`src/hdl/pvr_pkg.sv`:
```
// shared types, constants and arithmetic helpers for the bin resynthesis block
`default_nettype none

package pvr_pkg;

    // field widths
    localparam int BIN_W   = 11;
    localparam int MAG_W   = 16;
    localparam int FREQ_W  = 24;
    localparam int SCALE_W = 48;
    localparam int PHASE_W = 32;
    localparam int OUT_W   = 17;
    localparam int Q15_W   = 16;
    localparam int X_W     = 30;
    localparam int OCT_W   = 3;

    // default number of bins with a phase accumulator
    localparam int NUM_BINS_DEF = 1025;

    // trig constants
    localparam logic [32:0]        HALF_PI_Q32 = 33'd6746518852;
    localparam logic [X_W-1:0]     OCT_SIZE    = 30'd536870912;
    localparam logic [PHASE_W-1:0] ONE_Q30     = 32'd1073741824;
    localparam logic [PHASE_W-1:0] RND_Q15     = 32'd16384;

    // reciprocal constants for exact floor division of values below 2^30
    localparam int RCP6_K     = 33;
    localparam int RCP24_K    = 35;
    localparam int RCP120_K   = 37;
    localparam int RCP720_K   = 40;
    localparam int RCP5040_K  = 43;
    localparam int RCP40320_K = 46;
    localparam logic [31:0] RCP6_M     = 32'(((64'd1 << RCP6_K) + 64'd5) / 64'd6);
    localparam logic [31:0] RCP24_M    = 32'(((64'd1 << RCP24_K) + 64'd23) / 64'd24);
    localparam logic [31:0] RCP120_M   = 32'(((64'd1 << RCP120_K) + 64'd119) / 64'd120);
    localparam logic [31:0] RCP720_M   = 32'(((64'd1 << RCP720_K) + 64'd719) / 64'd720);
    localparam logic [31:0] RCP5040_M  = 32'(((64'd1 << RCP5040_K) + 64'd5039) / 64'd5040);
    localparam logic [31:0] RCP40320_M = 32'(((64'd1 << RCP40320_K) + 64'd40319) / 64'd40320);

    // input beat
    typedef struct packed {
        logic [BIN_W-1:0]  bin;
        logic [MAG_W-1:0]  mag;
        logic [FREQ_W-1:0] freq;
        logic              fresh;
    } in_beat_t;

    // beat after phase accumulation
    typedef struct packed {
        logic [BIN_W-1:0]   bin;
        logic [MAG_W-1:0]   mag;
        logic [PHASE_W-1:0] phase;
    } phs_beat_t;

    // side data carried along the trig pipeline
    typedef struct packed {
        logic [BIN_W-1:0] bin;
        logic [MAG_W-1:0] mag;
        logic [OCT_W-1:0] oct;
    } tag_t;

    // beat after octant sine and cosine
    typedef struct packed {
        tag_t             tag;
        logic [Q15_W-1:0] s15;
        logic [Q15_W-1:0] c15;
    } trig_beat_t;

    // q30 product of two values below one
    function automatic logic [X_W-1:0] q30_mul(input logic [X_W-1:0] a,
                                               input logic [X_W-1:0] b);
        logic [2*X_W-1:0] p;
        p = (2*X_W)'(a) * (2*X_W)'(b);
        return p[2*X_W-1:X_W];
    endfunction

    // floor division by a constant through its reciprocal
    function automatic logic [X_W-1:0] rcp_div(input logic [X_W-1:0] v,
                                               input logic [31:0] m,
                                               input int k);
        logic [X_W+31:0] p;
        p = (X_W+32)'(v) * (X_W+32)'(m);
        return X_W'(p >> k);
    endfunction

endpackage

`default_nettype wire

```
`src/hdl/pvr_scale.sv`:
```
// octant placement, magnitude scaling and output register
`default_nettype none

module pvr_scale (
    input  wire logic                        clk,
    input  wire logic                        rst_n,
    input  wire logic                        up_valid,
    output logic                             up_ready,
    input  wire pvr_pkg::trig_beat_t         up_beat,
    output logic                             out_valid,
    input  wire logic                        out_stall,
    output logic        [pvr_pkg::BIN_W-1:0] out_bin,
    output logic signed [pvr_pkg::OUT_W-1:0] real_part,
    output logic signed [pvr_pkg::OUT_W-1:0] imag_part
);

    import pvr_pkg::*;

    logic m1_v_reg, m2_v_reg;
    logic en1, en2;

    // stage 1: scaled magnitudes
    logic [BIN_W-1:0]   m1_bin_reg;
    logic [2*MAG_W-1:0] m1_re_reg, m1_im_reg;
    logic               m1_re_neg_reg, m1_im_neg_reg;

    // stage 2: output register
    logic [BIN_W-1:0] m2_bin_reg;
    logic [OUT_W-1:0] m2_re_reg, m2_im_reg;

    logic               swap;
    logic [Q15_W-1:0]   sin_abs, cos_abs;
    logic [2*MAG_W-1:0] re_next, im_next;
    logic               re_neg_next, im_neg_next;
    logic [OUT_W-1:0]   re_mag, im_mag;
    logic [OUT_W-1:0]   re_out_next, im_out_next;

    assign en2      = !m2_v_reg || !out_stall;
    assign en1      = !m1_v_reg || en2;
    assign up_ready = en1;

    // place octant values and signs
    assign swap        = up_beat.tag.oct[0] ^ up_beat.tag.oct[1];
    assign sin_abs     = swap ? up_beat.c15 : up_beat.s15;
    assign cos_abs     = swap ? up_beat.s15 : up_beat.c15;
    assign im_neg_next = up_beat.tag.oct[2];
    assign re_neg_next = up_beat.tag.oct[1] ^ up_beat.tag.oct[2];
    assign re_next     = (2*MAG_W)'(up_beat.tag.mag) * (2*MAG_W)'(cos_abs);
    assign im_next     = (2*MAG_W)'(up_beat.tag.mag) * (2*MAG_W)'(sin_abs);

    // truncate magnitude then apply sign
    assign re_mag      = m1_re_reg[2*MAG_W-1:15];
    assign im_mag      = m1_im_reg[2*MAG_W-1:15];
    assign re_out_next = m1_re_neg_reg ? OUT_W'(0) - re_mag : re_mag;
    assign im_out_next = m1_im_neg_reg ? OUT_W'(0) - im_mag : im_mag;

    // valid bits
    always_ff @(posedge clk or negedge rst_n)
    begin
        if (!rst_n)
        begin
            m1_v_reg <= 1'b0;
            m2_v_reg <= 1'b0;
        end
        else
        begin
            if (en1)
            begin
                m1_v_reg <= up_valid;
            end
            if (en2)
            begin
                m2_v_reg <= m1_v_reg;
            end
        end
    end

    // payload stages
    always_ff @(posedge clk)
    begin
        if (en1)
        begin
            m1_bin_reg    <= up_beat.tag.bin;
            m1_re_reg     <= re_next;
            m1_im_reg     <= im_next;
            m1_re_neg_reg <= re_neg_next;
            m1_im_neg_reg <= im_neg_next;
        end
        if (en2)
        begin
            m2_bin_reg <= m1_bin_reg;
            m2_re_reg  <= re_out_next;
            m2_im_reg  <= im_out_next;
        end
    end

    assign out_valid = m2_v_reg;
    assign out_bin   = m2_bin_reg;
    assign real_part = $signed(m2_re_reg);
    assign imag_part = $signed(m2_im_reg);

endmodule

`default_nettype wire

```
`config.mk`:
```
export PLATFORM = sky130hd
export DESIGN_NAME = pvr_scale
export DESIGN_NICKNAME = d
export VERILOG_FILES = /design/src/hdl/pvr_pkg.sv /design/src/hdl/pvr_scale.sv
export SDC_FILE = /design/constraint.sdc
export NUM_CORES = 1
export LEC_CHECK = 0
export BUFFER_PORTS_ARGS = -buffer_cell sky130_fd_sc_hd__buf_4
export CORE_UTILIZATION = 45
export DETAILED_ROUTE_END_ITERATION = 10
export GPL_TIMING_DRIVEN = 1
export PLACE_DENSITY_LB_ADDON = 0.1
export SYNTH_ARGS = -nofsm -noshare
export SYNTH_HDL_FRONTEND = slang
export SYNTH_SLANG_ARGS = --single-unit
```
`constraint.sdc`:
```
create_clock -name clk -period 2.76 [get_ports clk]
set_input_delay 0.138 -clock clk [delete_from_list [all_inputs] [get_ports clk]]
set_output_delay 0.138 -clock clk [all_outputs]
set_load 0.005 [all_outputs]
```
==> key figures, run 1 <==
Global routing
  – GRT overflow: 0
  – Largest net degree at the start of global routing: 50
  – GR Util All Layers: 24.06%
  – First-pass GRT wire length: 88,870 um
  – Initial antenna violation count: 0
  – Vias in the first global route: 17,280

Route
  – 1st-iter DRT viols: 727
  – DRC Markers: 0
  – DRT antenna net count: 0
  – DRT Wirelength: 54,310 um
  – Wire per inst: 16.90 um
  – First-pass DRT Iterations: 5
  – Vias post-DR: 16,070
  – Routed vias/inst: 5.001

Finish
  – Layout cells sized above 1: 26.64%
  – Layout area overhead: 28.22%
  – Final Cell Area: 0.02658 sq mm
  – Final Net Count: 3,265

Yosys
  – Post-Syn Area per Cell: 9.372 sq um
  – Sequential area share after synthesis: 13.57%
  – Synth top area share: 37.28%
  – Synth area leaders: fa_1 (37%), edfxtp_1 (13%), ha_1 (12%)
  – Mapped Area: 0.02073 sq mm
  – Post-synth cell types: 57
  – Synthesized instance count: 2,212
  – Post-synth top area cell: fa_1
  – Synth Net Count: 2,868
  – Synth top cells by count: inv_1 (470), fa_1 (386), nand2_1 (318)
  – EDFF count, synth: 92
  – Warning count from the yosys run: 0
  – Top FF cell, synth: edfxtp_1
  – Synth Register Bits: 94
  – Asr flop ratio synth: 2.128%
  – Most frequent cell after synthesis: inv_1

Clock tree
  – Clk slew on worst S/H paths: 60 ps
  – CTS sink count: 94
  – Htree depth: 3
  – Skew-Pair Late Insertion Delay: 380 ps
  – Clk root buf: clkbuf_16
  – Deepest clock path buffer count: 2
  – CTS tree: done
  – Cts bufs inserted: 9

Placement
  – Worst slack at placement: -3695 ps
  – IO Port Bufs: 112
  – DPL Wire Length: 44,440 um
  – Placed cell area: 0.02507 sq mm
  – Gpl congestion: 0.8780

Setup path
  – Kind of critical path: in -> reg
  – Crit path capture type: flop
  – Worst-path fanout max: 5
  – CP arrival: 6140 ps
  – Required time of the critical path: 2890 ps
  – Most used cell, CP: fa_1
  – CP Cell Sequence: buf_8 -> xor2_4 -> buf_6 -> buf_12 -> buf_16 -> mux2_4 -> and2_4 -> fa_1 -> inv_1 -> fa_1 -> inv_1 -> fa_1 -> fa_2 -> fa_1 -> inv_1 -> fa_1 -> inv_2 -> ha_4 -> nand3_2 -> a2111oi_4 -> o31ai_2 -> buf_4 -> nor3b_1 -> o22a_1
  – CP max stage cell: fa_1
  – Critical path startpoint category: input port
  – Crit path largest cell delay: 540 ps

Floorplan
  – Chip Height: 216.6 um
  – Die area: 0.04693 sq mm
  – IO Count: 113
  – Chip width: 216.6 um
  – Core area: 0.04538 sq mm
  – Initial Utilization: 45.68%
  – Cell row count: 78

STA
  – Fin. max-slew vios: 0
  – Worst slew pin tran: 684.9 ps
  – Slew margin rel.: 54.34%
  – Post-Route Skew: 7.307 ps
  – RSZ-0062 raised after global routing: true
  – Max Clk Rate: 166.4 MHz
  – Setup violations, final: 34
  – Final Worst Setup Slack: -3248 ps
  – Min Tclk post-route: 6008 ps
  – Setup TNS: -103,740 ps
  – Final hold vios: 0
  – Fin crit share: 217.7%

Status
  – Failing checks: setup timing
  – Outcome: finished, violations left

Min path
  – Hold Crit Class: in -> async

Run
  – Max-Cap Viols: 0
-- worst max-delay path, delay by kind of cell --
family,cells,cell delay [ps]
buf+inv,9,880
mux,1,360
fa+ha+maj,7,3340
compound gates,3,730
simple gates,3,420
xor+xnor,1,250
-- cells by family (layout without fill, tap and decap cells) --
| kind of cell | after synthesis | count (layout) | share of synthesized area (%) |
|---|---|---|---|
| flops | 94 | 94 | 13.57 |
| simple gates | 684 | 684 | 16.28 |
| compound gates | 181 | 181 | 5.674 |
| other cells | 0 | 1 | 0 |
| fa+ha+maj | 590 | 590 | 49.59 |
| mux | 35 | 36 | 1.853 |
| buf+inv | 561 | 961 | 10.17 |
| xor+xnor | 67 | 67 | 2.867 |
-- layer usage --
| layer | up-vias | GRT usage [%] | share of wire, % |
|---|---|---|---|
| met4 | 0 | 4.883 | 1.5 |
| met1 | 8089 | 34.71 | 47 |
| li1 | 7563 | - | - |
| met5 | - | 0 | 0 |
| met3 | 39 | 3.088 | 6.0 |
| met2 | 383 | 38.82 | 46 |
-- path summary, 6_finish.rpt --
kind / cells after the start / end / startpoint / slack [ps]
min reg2reg: 0 / out_bin[2]$_DFFE_PP_ / m1_bin_reg[2]$_DFFE_PP_ / 420
max: 24 / m1_im_reg[29]$_DFFE_PP_ / up_beat[32] / -3250
min in group clk: 3 / m1_re_neg_reg$_DFFE_PP_ / up_beat[33] / 270
min: 2 / out_valid$_DFFE_PN0P_ / rst_n / 80
max in group asynchronous: 2 / m1_v_reg$_DFFE_PN0P_ / rst_n / 2590
max reg2reg: 6 / imag_part[13]$_DFFE_PP_ / m1_im_reg[18]$_DFFE_PP_ / 510
-- through the flow --
step / instances / hold slack (ps) / util (%)
3_3_place_gp: 3144 / -79.48 / 55.24
3_5_place_dp: 3144 / -73.71 / 55.24
4_1_cts: 3192 / 62.42 / 57.35
5_1_grt: 3213 / 75.77 / 58.56
6_report: 3214 / 80.09 / 58.57
2_1_floorplan: 2212 / -157.6 / -
-- final cells by class --
class / count / area, sq um
well taps: 600 / 750.7
clock buffers: 10 / 229.0
fillers: 4039 / 18800
diodes: 1 / 2.502
repair buffers: 476 / 4010
inverters: 470 / 1764
clock inverters: 5 / 75.07
multi-input cells: 1558 / 16940
flip-flops and latches: 94 / 2813
-- cells in the final DEF, fill, tap and decap left out, types with 6 or more instances in the layout --
master and count:
inv_1 448, buf_4 415, fa_1 367, nand2_1 294
ha_1 179, and2_1 145, edfxtp_1 92, nor2b_1 77
xnor2_1 46, a21oi_1 30, nand2b_1 27, a21o_1 27
nor2_1 25, mux2_4 24, ha_4 23, buf_6 23
inv_2 22, nand2_2 20, o21ai_0 20, xor2_1 19
fa_2 19, buf_12 18, dlygate4sd3_1 14, nand3_1 13
a21oi_2 13, o21bai_1 11, clkbuf_16 11, o21ai_1 10
o31ai_1 10, o21ai_2 9, and2_4 9, nor3_2 7
nor2b_2 7, nor3_1 7, nand3_2 6, a21oi_4 6
a31oi_1 6, nand4_1 6, o21a_1 6
-- what timing repair did --
action	CTS	global route
endpoints found under the setup margin	34	34
gates cloned	2	3
endpoints found under the hold margin	15	0
setup buffers	19	20
hold buffers	14	0
resized for setup	75	94
pin swaps	27	33
Power of run 1 is not shown: default switching activity piles up to over one toggle a cycle in this logic, so the estimate is an artifact.
==> inputs of run 2 (changes only) <==
RECOVER_POWER = 25   (was not set)
==> run 2 against run 1 <==
  * The run still ends with setup timing left
  * Die area unchanged
  * Clock-buffer cell count unchanged
  * Core utilization about the same
  * Fmax about the same
  * Worst setup slack got worse by 2.9 ps
  * Non-clock buffer count unchanged
  * Design area about the same
==> key figures, run 2 (synthesis results as in run 1) <==
Placement
  – Placed cell area: 0.02507 sq mm (unchanged)
  – IO Port Bufs: 112 (unchanged)
  – DPL Wire Length: 44,440 um (unchanged)
  – Gpl congestion: 0.8780 (unchanged)

Route
  – DRT Wirelength: 54,280 um (was 54,310 um)
  – DRT antenna net count: 0 (unchanged)
  – 1st-iter DRT viols: 731 (was 727)
  – Vias post-DR: 16,080 (was 16,070)
  – Wire per inst: 16.89 um (was 16.90 um)
  – First-pass DRT Iterations: 5 (unchanged)
  – DRC Markers: 0 (unchanged)
  – Routed vias/inst: 5.004 (was 5.001)

Global routing
  – GR Util All Layers: 24.06% (unchanged)
  – Largest net degree at the start of global routing: 50 (unchanged)
  – Vias in the first global route: 17,280 (unchanged)
  – GRT overflow: 0 (unchanged)
  – Initial antenna violation count: 0 (unchanged)
  – First-pass GRT wire length: 88,870 um (unchanged)

Floorplan
  – IO Count: 113 (unchanged)
  – Core area: 0.04538 sq mm (unchanged)
  – Die area: 0.04693 sq mm (unchanged)
  – Initial Utilization: 45.68% (unchanged)
  – Cell row count: 78 (unchanged)
  – Chip width: 216.6 um (unchanged)
  – Chip Height: 216.6 um (unchanged)

Setup path
  – Crit path largest cell delay: 540 ps (about the same)
  – Worst-path fanout max: 5 (unchanged)
  – Critical path startpoint category: input port (unchanged)
  – Required time of the critical path: 2890 ps (about the same)
  – CP Cell Sequence: buf_8 -> xor2_4 -> buf_6 -> buf_12 -> buf_16 -> mux2_4 -> and2_4 -> fa_1 -> inv_1 -> fa_1 -> inv_1 -> fa_1 -> fa_2 -> fa_1 -> inv_1 -> fa_1 -> inv_2 -> ha_4 -> nand3_2 -> a2111oi_4 -> o31ai_2 -> buf_4 -> nor3b_1 -> o22a_1 (unchanged)
  – Crit path capture type: flop (unchanged)
  – Delay-heaviest family, CP: adder cells (unchanged)
  – Most used cell, CP: fa_1 (unchanged)
  – CP Buf/Inv Count: 9 (unchanged)
  – CP arrival: 6140 ps (about the same)
  – Kind of critical path: in -> reg (unchanged)
  – CP max stage cell: fa_1 (unchanged)

STA
  – Setup violations, final: 34 (unchanged)
  – Worst slew pin tran: 686.7 ps (was 684.9 ps)
  – Final Worst Setup Slack: -3251 ps (was -3248 ps)
  – Fin. max-slew vios: 0 (unchanged)
  – Fin crit share: 217.8% (was 217.7%)
  – RSZ-0062 raised after global routing: true (unchanged)
  – Min Tclk post-route: 6011 ps (was 6008 ps)
  – Final hold vios: 0 (unchanged)
  – Slew margin rel.: 54.22% (was 54.34%)
  – Post-Route Skew: 7.214 ps (was 7.307 ps)
  – Max Clk Rate: 166.4 MHz (about the same)
  – Setup TNS: -103,770 ps (was -103,740 ps)

Finish
  – Final Cell Area: 0.02657 sq mm (was 0.02658 sq mm)
  – Commonest non-fill, non-tap cells in the layout: inv_1 (448), buf_4 (380), fa_1 (367) (was inv_1 (448), buf_4 (415), fa_1 (367))
  – Final Net Count: 3,265 (unchanged)
  – Most common cell after layout, fill and taps aside: inv_1 (unchanged)
  – Layout cells sized above 1: 26.56% (was 26.64%)
  – Fillers: 4,041 (was 4,039)
  – Layout area overhead: 28.18% (was 28.22%)

Clock tree
  – CTS tree: done (unchanged)
  – Clk root buf: clkbuf_16 (unchanged)
  – Cts bufs inserted: 9 (unchanged)
  – Deepest clock path buffer count: 2 (unchanged)
  – Clk slew on worst S/H paths: 60 ps (about the same)
  – Htree depth: 3 (unchanged)
  – Skew-Pair Late Insertion Delay: 380 ps (about the same)
  – CTS sink count: 94 (unchanged)

Run
  – Max-Cap Viols: 0 (unchanged)

Min path
  – Hold Crit Class: in -> async (unchanged)

Status
  – Outcome: finished, violations left (unchanged)
  – Failing checks: setup timing (unchanged)
## run 2: area by class of cell
type / instances / area (sq um) / area share, %
antenna: 1 / 2.502 / 0.009418
clock buffer: 10 / 229.0 / 0.8617
clock inverter: 5 / 75.07 / 0.2825
inverter: 470 / 1764 / 6.639
multi-input combinational: 1558 / 16940 / 63.73
sequential: 94 / 2813 / 10.59
tap: 600 / 750.7 / 2.825
timing repair buffer: 476 / 4003 / 15.06
## run 2: final timing paths
kind | depth (start not counted) | slack (ps) | to | from
worst max-delay path | 24 | -3250 | m1_im_reg[29]$_DFFE_PP_ | up_beat[32]
worst min-delay path | 2 | 80 | out_valid$_DFFE_PN0P_ | rst_n
worst max register to register | 6 | 500 | imag_part[13]$_DFFE_PP_ | m1_im_reg[18]$_DFFE_PP_
worst min register to register | 0 | 420 | out_bin[2]$_DFFE_PP_ | m1_bin_reg[2]$_DFFE_PP_
max in group asynchronous | 2 | 2540 | m1_v_reg$_DFFE_PN0P_ | rst_n
min in group clk | 3 | 270 | m1_re_neg_reg$_DFFE_PP_ | up_beat[33]
## run 2: per-stage QoR
| step | cells | worst slack [ps] | util, % | hold WS [ps] |
|---|---|---|---|---|
| finish | 3214 | -3251 | 58.55 | 84.46 |
| detailed placement | 3144 | -3695 | 55.24 | -73.71 |
| global route | 3213 | -3407 | 58.55 | 92.71 |
| floorplan | 2212 | -3175 | - | -157.6 |
| CTS | 3192 | -3148 | 57.35 | 62.42 |
| global placement | 3144 | -3629 | 55.24 | -79.48 |
## run 2: routing by layer
| metal | global-route usage, % | vias up | part of all wire, % |
|---|---|---|---|
| met4 | 4.883 | 0 | 1.4 |
| met3 | 3.088 | 35 | 5.8 |
| met5 | 0 | - | 0 |
| met1 | 34.71 | 8118 | 47 |
| li1 | - | 7564 | - |
| met2 | 38.82 | 366 | 46 |
## run 2: what timing repair did
action	in CTS	in global routing
hold buffers	14	0
resized for setup	75	94
pin swaps	27	33
gates cloned	2	3
setup endpoints to repair	34	34
setup buffers	19	20
endpoints found under the hold margin	15	0
Power of run 2 is left out for the same reason.
